### config.mk
export PLATFORM = sky130hd
export DESIGN_NAME = measurement_schedule_record_filter_core
export DESIGN_NICKNAME = d
export VERILOG_FILES = /design/src/rtl/msrf_pkg.sv /design/src/rtl/msrf_parse.sv /design/src/rtl/msrf_rbuf.sv /design/src/rtl/measurement_schedule_record_filter_core.sv
export SDC_FILE = /design/constraint.sdc
export NUM_CORES = 2
export LEC_CHECK = 0
export BUFFER_PORTS_ARGS = -buffer_cell sky130_fd_sc_hd__buf_2
export CORE_UTILIZATION = 35
export DETAILED_ROUTE_END_ITERATION = 7
export HOLD_SLACK_MARGIN = 0.12
export PLACE_DENSITY = 0.61
export SYNTH_ARGS = -nofsm -noshare
export SYNTH_HDL_FRONTEND = slang
export SYNTH_SLANG_ARGS = --single-unit
### constraint.sdc
create_clock -name aclk -period 8.29 [get_ports aclk]
set_clock_uncertainty 0.2 [all_clocks]
set_input_delay 0.4145 -clock aclk [delete_from_list [all_inputs] [get_ports aclk]]
set_output_delay 0.4145 -clock aclk [all_outputs]
set_load 0.02 [all_outputs]
### src/rtl/msrf_pkg.sv
// ----------------------------------------------------------------------------
// msrf_pkg
// shared types and constants of the measurement schedule record filter
// ----------------------------------------------------------------------------
package msrf_pkg;

    // list layout
    localparam logic [7:0]  SOH_BYTE     = 8'h01;
    localparam logic [4:0]  HEADER_BYTES = 5'd11;
    localparam logic [4:0]  RECORD_BYTES = 5'd20;
    localparam logic [4:0]  ID_BYTES_END = 5'd4;   // record id occupies bytes 0..3
    localparam logic [4:0]  START_END    = 5'd12;  // start time occupies bytes 4..11
    localparam logic [4:0]  HDR_LAST_ID  = 5'd8;   // last byte of the id fields
    localparam logic [15:0] MAX_RECORDS  = 16'd32;

    // result buffer
    localparam int RBUF_DEPTH = 4;
    localparam int RBUF_AW    = $clog2(RBUF_DEPTH);

    typedef enum logic [3:0] {
        PH_IDLE    = 4'b0001,
        PH_HEADER  = 4'b0010,
        PH_RECORDS = 4'b0100,
        PH_ERROR   = 4'b1000
    } phase_t;

    typedef enum logic [2:0] {
        EV_HEADER_OK = 3'd0,
        EV_KEPT      = 3'd1,
        EV_DONE_OK   = 3'd2,
        EV_DONE_NONE = 3'd3,
        EV_ERROR     = 3'd4
    } event_t;

    typedef struct packed {
        event_t      event_res;
        logic [15:0] setup_id;
        logic [15:0] user_id;
        logic [15:0] list_version;
        logic [15:0] company_id;
        logic [31:0] record_id;
        logic [63:0] window_start;
        logic [63:0] window_stop;
        logic [5:0]  kept_count;
        logic        last;
    } result_t;

    // up to two results per byte
    typedef struct packed {
        logic [1:0] n_results;
        result_t    res0;
        result_t    res1;
    } parse_out_t;

endpackage

### src/rtl/msrf_parse.sv
// ----------------------------------------------------------------------------
// msrf_parse
// byte parser: header and record assembly, window filter, result forming
// ----------------------------------------------------------------------------
module msrf_parse (
    input  logic                 aclk,
    input  logic                 aresetn,
    input  logic                 step,
    input  logic [7:0]           data_byte,
    input  logic                 start_of_list,
    input  logic [63:0]          now_ms,
    output msrf_pkg::parse_out_t po
);
    import msrf_pkg::*;

    phase_t      phase_reg, phase_next;
    logic [4:0]  byte_position_reg, byte_position_next;
    logic [63:0] header_fields_reg, header_fields_next;
    logic [15:0] records_remaining_reg, records_remaining_next;
    logic [5:0]  kept_total_reg, kept_total_next;
    logic [31:0] rec_id_reg, rec_id_next;
    logic [63:0] rec_start_reg, rec_start_next;
    logic [63:0] rec_stop_reg, rec_stop_next;

    logic        keep;
    logic [15:0] rem_dec;
    logic [5:0]  kept_inc;
    result_t     base;

    always_comb begin
        phase_next             = phase_reg;
        byte_position_next     = byte_position_reg;
        header_fields_next     = header_fields_reg;
        records_remaining_next = records_remaining_reg;
        kept_total_next        = kept_total_reg;
        rec_id_next            = rec_id_reg;
        rec_start_next         = rec_start_reg;
        rec_stop_next          = rec_stop_reg;

        keep     = 1'b0;
        rem_dec  = records_remaining_reg - 16'd1;
        kept_inc = kept_total_reg;

        // header values held for the list, no record
        base              = '0;
        base.event_res    = EV_ERROR;
        base.setup_id     = header_fields_reg[63:48];
        base.user_id      = header_fields_reg[47:32];
        base.list_version = header_fields_reg[31:16];
        base.company_id   = header_fields_reg[15:0];
        base.kept_count   = kept_total_reg;
        base.last         = 1'b1;

        po           = '0;
        po.res0      = base;
        po.res1      = base;

        if (step) begin
            if (start_of_list) begin
                header_fields_next     = '0;
                records_remaining_next = '0;
                kept_total_next        = '0;
                byte_position_next     = '0;
                if (data_byte != SOH_BYTE) begin
                    phase_next   = PH_ERROR;
                    po.n_results = 2'd1;
                    po.res0      = '0;
                    po.res0.event_res = EV_ERROR;
                    po.res0.last = 1'b1;
                end else begin
                    phase_next         = PH_HEADER;
                    byte_position_next = 5'd1;
                end
            end else begin
                case (phase_reg)
                    PH_HEADER: begin
                        if (byte_position_reg <= HDR_LAST_ID) begin
                            header_fields_next = {header_fields_reg[55:0], data_byte};
                        end else begin
                            records_remaining_next = {records_remaining_reg[7:0], data_byte};
                        end
                        if (byte_position_reg != HEADER_BYTES - 5'd1) begin
                            byte_position_next = byte_position_reg + 5'd1;
                        end else begin
                            byte_position_next = '0;
                            if (records_remaining_next > MAX_RECORDS) begin
                                phase_next   = PH_ERROR;
                                po.n_results = 2'd1;
                                po.res0.event_res = EV_ERROR;
                            end else if (records_remaining_next == 16'd0) begin
                                phase_next   = PH_IDLE;
                                po.n_results = 2'd2;
                                po.res0.event_res = EV_HEADER_OK;
                                po.res0.last = 1'b0;
                                po.res1.event_res = EV_DONE_NONE;
                            end else begin
                                phase_next   = PH_RECORDS;
                                po.n_results = 2'd1;
                                po.res0.event_res = EV_HEADER_OK;
                            end
                        end
                    end
                    PH_RECORDS: begin
                        if (byte_position_reg < ID_BYTES_END) begin
                            rec_id_next = {rec_id_reg[23:0], data_byte};
                        end else if (byte_position_reg < START_END) begin
                            rec_start_next = {rec_start_reg[55:0], data_byte};
                        end else begin
                            rec_stop_next = {rec_stop_reg[55:0], data_byte};
                        end
                        if (byte_position_reg != RECORD_BYTES - 5'd1) begin
                            byte_position_next = byte_position_reg + 5'd1;
                        end else begin
                            // last record byte: decide on the completed window
                            byte_position_next     = '0;
                            keep = (rec_start_reg < rec_stop_next) && (now_ms < rec_stop_next);
                            kept_inc               = kept_total_reg + {5'd0, keep};
                            kept_total_next        = kept_inc;
                            records_remaining_next = rem_dec;
                            po.res0.kept_count     = kept_inc;
                            po.res1.kept_count     = kept_inc;
                            po.res1.event_res      = (kept_inc != 6'd0) ? EV_DONE_OK
                                                                        : EV_DONE_NONE;
                            if (rem_dec == 16'd0) begin
                                phase_next = PH_IDLE;
                            end
                            if (keep) begin
                                po.res0.event_res    = EV_KEPT;
                                po.res0.record_id    = rec_id_reg;
                                po.res0.window_start = rec_start_reg;
                                po.res0.window_stop  = rec_stop_next;
                                if (rem_dec == 16'd0) begin
                                    po.n_results = 2'd2;
                                    po.res0.last = 1'b0;
                                end else begin
                                    po.n_results = 2'd1;
                                end
                            end else if (rem_dec == 16'd0) begin
                                po.n_results = 2'd1;
                                po.res0      = po.res1;
                            end
                        end
                    end
                    default: begin
                    end
                endcase
            end
        end
    end

    always_ff @(posedge aclk) begin
        if (!aresetn) begin
            phase_reg             <= PH_IDLE;
            byte_position_reg     <= '0;
            header_fields_reg     <= '0;
            records_remaining_reg <= '0;
            kept_total_reg        <= '0;
        end else begin
            phase_reg             <= phase_next;
            byte_position_reg     <= byte_position_next;
            header_fields_reg     <= header_fields_next;
            records_remaining_reg <= records_remaining_next;
            kept_total_reg        <= kept_total_next;
        end
    end

    always_ff @(posedge aclk) begin
        rec_id_reg    <= rec_id_next;
        rec_start_reg <= rec_start_next;
        rec_stop_reg  <= rec_stop_next;
    end

endmodule

### src/rtl/msrf_rbuf.sv
// ----------------------------------------------------------------------------
// msrf_rbuf
// small result queue taking up to two results per cycle, one out per cycle
// ----------------------------------------------------------------------------
module msrf_rbuf (
    input  logic                 aclk,
    input  logic                 aresetn,
    input  msrf_pkg::parse_out_t push,
    input  logic                 pop,
    output logic                 room2,
    output logic                 out_valid,
    output msrf_pkg::result_t    out_data
);
    import msrf_pkg::*;

    result_t              slot_reg [RBUF_DEPTH];
    logic [RBUF_AW-1:0]   wr_ptr_reg, wr_ptr_next;
    logic [RBUF_AW-1:0]   rd_ptr_reg, rd_ptr_next;
    logic [RBUF_AW:0]     count_reg, count_next;
    logic [RBUF_AW-1:0]   wr_ptr_p1;
    logic                 do_pop;

    assign wr_ptr_p1 = wr_ptr_reg + 1'b1;
    assign out_valid = (count_reg != '0);
    assign out_data  = slot_reg[rd_ptr_reg];
    assign room2     = (count_reg <= (RBUF_AW+1)'(RBUF_DEPTH - 2));
    assign do_pop    = pop && out_valid;

    always_comb begin
        wr_ptr_next = wr_ptr_reg + push.n_results[RBUF_AW-1:0];
        rd_ptr_next = rd_ptr_reg + {{(RBUF_AW-1){1'b0}}, do_pop};
        count_next  = count_reg + {{(RBUF_AW-1){1'b0}}, push.n_results}
                    - {{RBUF_AW{1'b0}}, do_pop};
    end

    always_ff @(posedge aclk) begin
        if (!aresetn) begin
            wr_ptr_reg <= '0;
            rd_ptr_reg <= '0;
            count_reg  <= '0;
        end else begin
            wr_ptr_reg <= wr_ptr_next;
            rd_ptr_reg <= rd_ptr_next;
            count_reg  <= count_next;
        end
    end

    always_ff @(posedge aclk) begin
        if (push.n_results != 2'd0) begin
            slot_reg[wr_ptr_reg] <= push.res0;
        end
        if (push.n_results == 2'd2) begin
            slot_reg[wr_ptr_p1] <= push.res1;
        end
    end

endmodule

### src/rtl/measurement_schedule_record_filter_core.sv
// ----------------------------------------------------------------------------
// measurement_schedule_record_filter_core
// parses a measurement schedule list byte by byte and emits kept records
// ----------------------------------------------------------------------------
// path: a byte transaction passes the input register, then is parsed into the result
//   queue, whose head drives m_; a second result of the same byte follows it there
// throughput: one byte per cycle while the queue has room for two results; a byte
//   with two results puts both into the 4-entry result queue, which absorbs them
// reset: aresetn synchronous active low; clears parse state, queue and now_ms
// ----------------------------------------------------------------------------
module measurement_schedule_record_filter_core (
    input  logic        aclk,
    input  logic        aresetn,

    // configuration: current time
    input  logic        cfg_wr_en,
    input  logic [63:0] cfg_wr_data,

    // byte input channel
    input  logic        s_valid,
    output logic        s_ready,
    input  logic [7:0]  s_data_byte,
    input  logic        s_start_of_list,

    // result channel
    output logic        m_valid,
    input  logic        m_ready,
    output logic [2:0]  m_event_res,
    output logic [15:0] m_setup_id,
    output logic [15:0] m_user_id,
    output logic [15:0] m_list_version,
    output logic [15:0] m_company_id,
    output logic [31:0] m_record_id,
    output logic [63:0] m_window_start,
    output logic [63:0] m_window_stop,
    output logic [5:0]  m_kept_count,
    output logic        m_last
);
    import msrf_pkg::*;

    // current time register; the user must write it only while the block is idle, the block does not enforce it
    logic [63:0] now_ms_reg;

    // input register stage
    logic        in_valid_reg;
    logic [7:0]  in_byte_reg;
    logic        in_sol_reg;

    logic        room2;
    logic        proc;
    parse_out_t  po;
    result_t     head;

    // a held byte is parsed once the queue can take two results; the
    // queue check does not look at m_ready, so s_ready has no path from m_
    assign proc    = in_valid_reg && room2;
    assign s_ready = !in_valid_reg || proc;

    always_ff @(posedge aclk) begin
        if (!aresetn) begin
            now_ms_reg <= '0;
        end else if (cfg_wr_en) begin
            now_ms_reg <= cfg_wr_data;
        end
    end

    always_ff @(posedge aclk) begin
        if (!aresetn) begin
            in_valid_reg <= 1'b0;
        end else if (s_ready) begin
            in_valid_reg <= s_valid;
        end
    end

    // payload of the input stage, loaded on each transaction
    always_ff @(posedge aclk) begin
        if (s_valid && s_ready) begin
            in_byte_reg <= s_data_byte;
            in_sol_reg  <= s_start_of_list;
        end
    end

    // header/record assembly and window filter
    msrf_parse u_parse (
        .aclk          (aclk),
        .aresetn       (aresetn),
        .step          (proc),
        .data_byte     (in_byte_reg),
        .start_of_list (in_sol_reg),
        .now_ms        (now_ms_reg),
        .po            (po)
    );

    // result queue decoupling the two sides
    msrf_rbuf u_rbuf (
        .aclk      (aclk),
        .aresetn   (aresetn),
        .push      (po),
        .pop       (m_ready),
        .room2     (room2),
        .out_valid (m_valid),
        .out_data  (head)
    );

    // output fields straight from the queue head
    assign m_event_res    = head.event_res;
    assign m_setup_id     = head.setup_id;
    assign m_user_id      = head.user_id;
    assign m_list_version = head.list_version;
    assign m_company_id   = head.company_id;
    assign m_record_id    = head.record_id;
    assign m_window_start = head.window_start;
    assign m_window_stop  = head.window_stop;
    assign m_kept_count   = head.kept_count;
    assign m_last         = head.last;

endmodule
-- Word-level counts from Yosys, hierarchy flattened
Memories as Yosys holds them, arrays and structs flattened. A register that Yosys moved wholly into a read port is not among the register bits.
Index checks and enable logic that the tools add are counted.
Widths: inputs -> output; s select.
- flip-flop bits (word level): 336
- memory bits (writable): 936
- memories: 1
- logic and storage cells: 124
- output and inout port bits: 236
- memory list (name ; depth ; width ; read ports ; clocked after Yosys merged registers in ; write ports ; line ; RTL):
    u_rbuf.slot_reg ; 4 ; 234 ; 1 ; 1 ; 2 ; msrf_rbuf.sv:16 ; result_t slot_reg [RBUF_DEPTH];
- bitwise logic cells: 2
- reductions and logical operators: 21
- $lt $le $gt $ge: 7
- add/sub/neg operators: 8
- muxes and demuxes: 61
- equal/unequal tests: 9
- operator list (kind ; number):
    $mux 64 ; 9
    $mux 239 ; 2
    $mux 235 ; 2
    $mux 236 ; 1
    $mux 230 ; 1
    $mux 160 ; 1
    $lt 64x64->1 ; 2
    $mux 16 ; 6
    $mux 4 ; 9
    $mux 6 ; 6
    $mux 5 ; 7
    $logic_not 16->1 ; 2
    $pmux 16 s2 ; 1
    $pmux 5 s2 ; 2
    $gt 16x6->1 const B ; 1
    $pmux 4 s2 ; 2
    $sub 16x1->16 const B ; 1
    $reduce_and 5->1 ; 2
    $reduce_and 3->1 ; 3
    $mux 1 ; 8
    $ne 8x1->1 const B ; 1
    $add 6x1->6 ; 1
    $mux 3 ; 2
    $ne 3x3->1 const B ; 2
    other kinds (26) ; 34

-- Longest topological paths before layout
- word-level depth: 20
- gate-level depth with buffers: 26

-- Cells and area by module
A second synthesis with hierarchy kept.
- cell total of the unflattened synthesis: 4179
- area, all modules: 64968.6 um^2
- by module, submodules not included (module ; area each (um^2) ; instances ; cells an instance):
    msrf_rbuf ; 46174.3 ; 1 ; 2311
    msrf_parse ; 15989.1 ; 1 ; 1647
    measurement_schedule_record_filter_core ; 2805.2 ; 1 ; 221

-- Least setup slack after synthesis
Ideal clock, no wire load.
- path kind: register -> register
- start point: reg u_parse.byte_position_reg[2]
- end point: mem u_rbuf.slot_reg[1][167] (netlist name), enable pin
- cell stages (with the launch flop): 24
- data arrival time: 5.786 ns
- slack: 1.909 ns
- data required time: 7.695 ns
- clock period less this slack: 6.381 ns
- cell sequence: dfxtp_1 buf_4 a21oi_4 buf_2 buf_1 mux2_2 inv_1 ha_1 and4_1 nor3b_1 a211o_1 a211oi_1 a21oi_1 a2111o_1 clkbuf_1 buf_2 clkbuf_1 nor2_1 ha_1 a31oi_4 a21oi_4 or2_1 buf_2 inv_2
- RTL lines (item ; line ; RTL):
    start: declaration ; msrf_parse.sv:17 ; logic [4:0] byte_position_reg, byte_position_next;
    start signal: assignment ; msrf_parse.sv:160 ; byte_position_reg <= byte_position_next;
    end: declaration ; msrf_rbuf.sv:16 ;

==> qor.txt <==
ANT nets after route = 0
WS Path Type = flop to flop
drt total wl = 181,000 um
CTS Root Cell = clkbuf_16
Clock Pin Slew Worst Setup and Hold Paths = 0.06 ns
Critical Path Max Stage Delay = 0.67 ns
FF+latch area = 30,100 um^2
number of H-tree levels = 4
sequential fraction of the synthesis area = 52.7%
crit-path leading delay family = compound AO/OA/AOI/OAI gates
register bit count reported by yosys = 1,272
TritonCTS buffer count = 142
Leak Pwr = 24.1 nW
synth warn = 0
DRC = 0
die area = 165,000 um^2
Worst Hold Class = input pin to flop
Reg power frac = 44.3%
vias in the first global route = 40,600
WL per Instance = 25.0 um
Starting Density = 35.4%
largest net degree at the start of global routing = 209
Mean Syn Cell Area = 11.9 um^2
Mapped Cells = 4,808
GR Util All Layers = 21.4%
layout cells sized above 1 = 21.6%
initial antenna violation count = 18
clock power share = 44.0%
Tmin final = 7.47 ns
Top FF cell, synth = dfxtp_1
Min Hold Slack = 0.169 ns
Net Sw Power = 3.97 mW
critical path fanouts, max = 54
Yosys cell types = 90
clk buf depth = 3
post-synth top area cell = dfxtp_1
MaxCap Viol Count = 0
routability cong. = 0.924
number of port buffers = 313
final cycle utilization of the critical path = 90.1%
Sink Count = 1,272
detailed-route via count = 42,400
Comb pwr share = 11.7%
Via-to-Cell Ratio = 5.87
slowest CP cell = buf_4
worst skew pair latency = 0.80 ns
Fin Setup TNS = 0 ns
Core Area = 161,000 um^2
Max Freq = 0.134 GHz
max reg flops = 936
pwr/cell area = 228 nW/um^2
area occupied by multi-input gates = 24,500 um^2
die height = 406 um
Worst Setup End Kind = flop
Detailed Routing Iterations Pass 1 = 8
worst slew pin tran = 1.27 ns
worst-path cell chain = a21oi_4 > buf_12 > mux2_2 > inv_1 > ha_1 > a21oi_1 > o21ai_0 > a221oi_1 > o221ai_1 > a211oi_1 > buf_4 > nand2_8 > nor2_1 > ha_1 > o211ai_2 > a21o_4 > buf_4 > buf_4 > o21ai_1 > o41ai_1
RSZ-0062 raised after global routing = no
TritonCTS clock tree = yes
first-pass GRT wire length = 268,000 um
Post-synth EDFFs = 461
Fillers = 15,200
outcome = finished clean
top cells by area, synth = dfxtp_1, edfxtp_1, mux4_2
Syn Nets = 5,025
Slew headroom = 15.2%
GR Overflow Total = 0
IO Pins = 314
FFs w/ async S/R, synth = 0%
CP Launch Type = flop
hpwl dp = 110,000 um
initial drt markers = 4,543
# resized after CTS = 0
Worst EP arrival = 7.94 ns
Post-CTS Setup Bufs = 0
CP most frequent cell = buf_4
Final nets = 5,154
Placement Rows = 147
die width = 406 um
Hold Buf Count CTS = 84
Netlist Area Pre-Place = 57,000 um^2
Finish-stage setup viols = 0
worst path bufs/invs = 5
Yosys top cell area share = 28.5%
Fin. Hold Viols = 0
Max Slew Vio Count = 0
Worst Path Required = 8.76 ns
VDD IR-drop max = 209 uV
Area Overhead vs Synth = 15.4%
Pint = 11.0 mW
Sw Ratio = 26.5%
cell families (layout without fill, tap and decap cells):
family          Yosys count  after routing  share of synthesized area (%)
flops                  1272           1272                           52.7
compound gates         1255           1255                           18.1
simple gates           1184           1184                           9.76
buf+inv                 579            830                           4.44
mux                     367            367                           11.7
fa+ha+maj               139            139                           3.06
xor+xnor                 12             12                          0.184
other cells               0              5                              0
cells in the final DEF, fill, tap and decap left out, types with 27 or more instances in the layout:
| cell type | count |
|---|---|
| and2_1 | 265 |
| nand2_1 | 556 |
| ha_1 | 138 |
| o21ai_1 | 244 |
| buf_2 | 312 |
| a22oi_1 | 68 |
| mux2i_1 | 71 |
| buf_4 | 59 |
| clkbuf_16 | 144 |
| mux2_2 | 62 |
| edfxtp_1 | 461 |
| nor2_1 | 219 |
| a21oi_1 | 79 |
| clkbuf_1 | 34 |
| dfxtp_1 | 809 |
| inv_1 | 84 |
| mux4_2 | 234 |
| o41ai_1 | 505 |
| o21ai_0 | 113 |
| nand4_1 | 27 |
| dlygate4sd3_1 | 84 |
| o41ai_2 | 137 |
final timing paths:
check	from	endpoint	slack, ns	depth (start not counted)
max	u_parse.byte_position_reg[3]	u_rbuf.slot_reg[1][53]	0.82	20
min	s_data_byte[1]	in_byte_reg[1]	0.17	2
max reg2reg	u_parse.byte_position_reg[3]	u_rbuf.slot_reg[1][53]	0.82	20
min reg2reg	u_rbuf.slot_reg[2][115]	u_rbuf.slot_reg[2][115]	0.24	2
cell type report:
class	count	area share, %
clock buffer	195	6.02
inverter	90	0.517
multi-input combinational	2957	37.2
clock inverter	71	1.51
sequential	1272	45.7
antenna	5	0.0190
tap	2160	4.10
timing repair buffer	474	4.90
power by group through the flow:
stage | clock (mW) | combinational, mW | sequential [mW]
after global placement | 0 | 1.76 | 6.79
after CTS | 6.70 | 1.79 | 6.66
final | 6.61 | 1.75 | 6.66
after floorplan | 0 | 1.25 | 6.69
after global routing | 6.96 | 1.86 | 6.67
after detailed placement | 0 | 1.76 | 6.80
cell usage after synthesis, drive strengths merged, types with 11 or more instances:
library cell	count
a21o	15
a21oi	81
a22oi	68
and2	266
and3	11
buf	230
clkbuf	259
dfxtp	811
edfxtp	461
ha	138
inv	89
mux2	62
mux2i	71
mux4	234
nand2	557
nand3	25
nand4	27
nor2	223
nor3	17
o211ai	11
o21ai	358
o41ai	642
metal layers:
metal	vias to the layer above	track usage (%)	share of wire [%]
met5	-	0	0.014
met4	4	7.35	3.2
met3	289	3.93	8.2
met2	1938	32.8	46
met1	21400	30.1	43
li1	18800	-	-
metrics by stage:
| stage | instance area [um^2] | util, % | power, mW | cells | setup slack (ns) |
|---|---|---|---|---|---|
| floorplan | 57000 | - | 7.94 | 4808 | 1.91 |
| finish | 65800 | 40.9 | 15.0 | 7224 | 0.817 |
| global placement | 60000 | 37.3 | 8.55 | 6869 | 1.19 |
| detailed placement | 60000 | 37.3 | 8.56 | 6869 | 1.11 |
| global route | 65800 | 40.9 | 15.5 | 7219 | 0.613 |
| CTS | 65800 | 40.9 | 15.2 | 7219 | 1.06 |
Note: power is estimated with default switching activity, not from simulation.
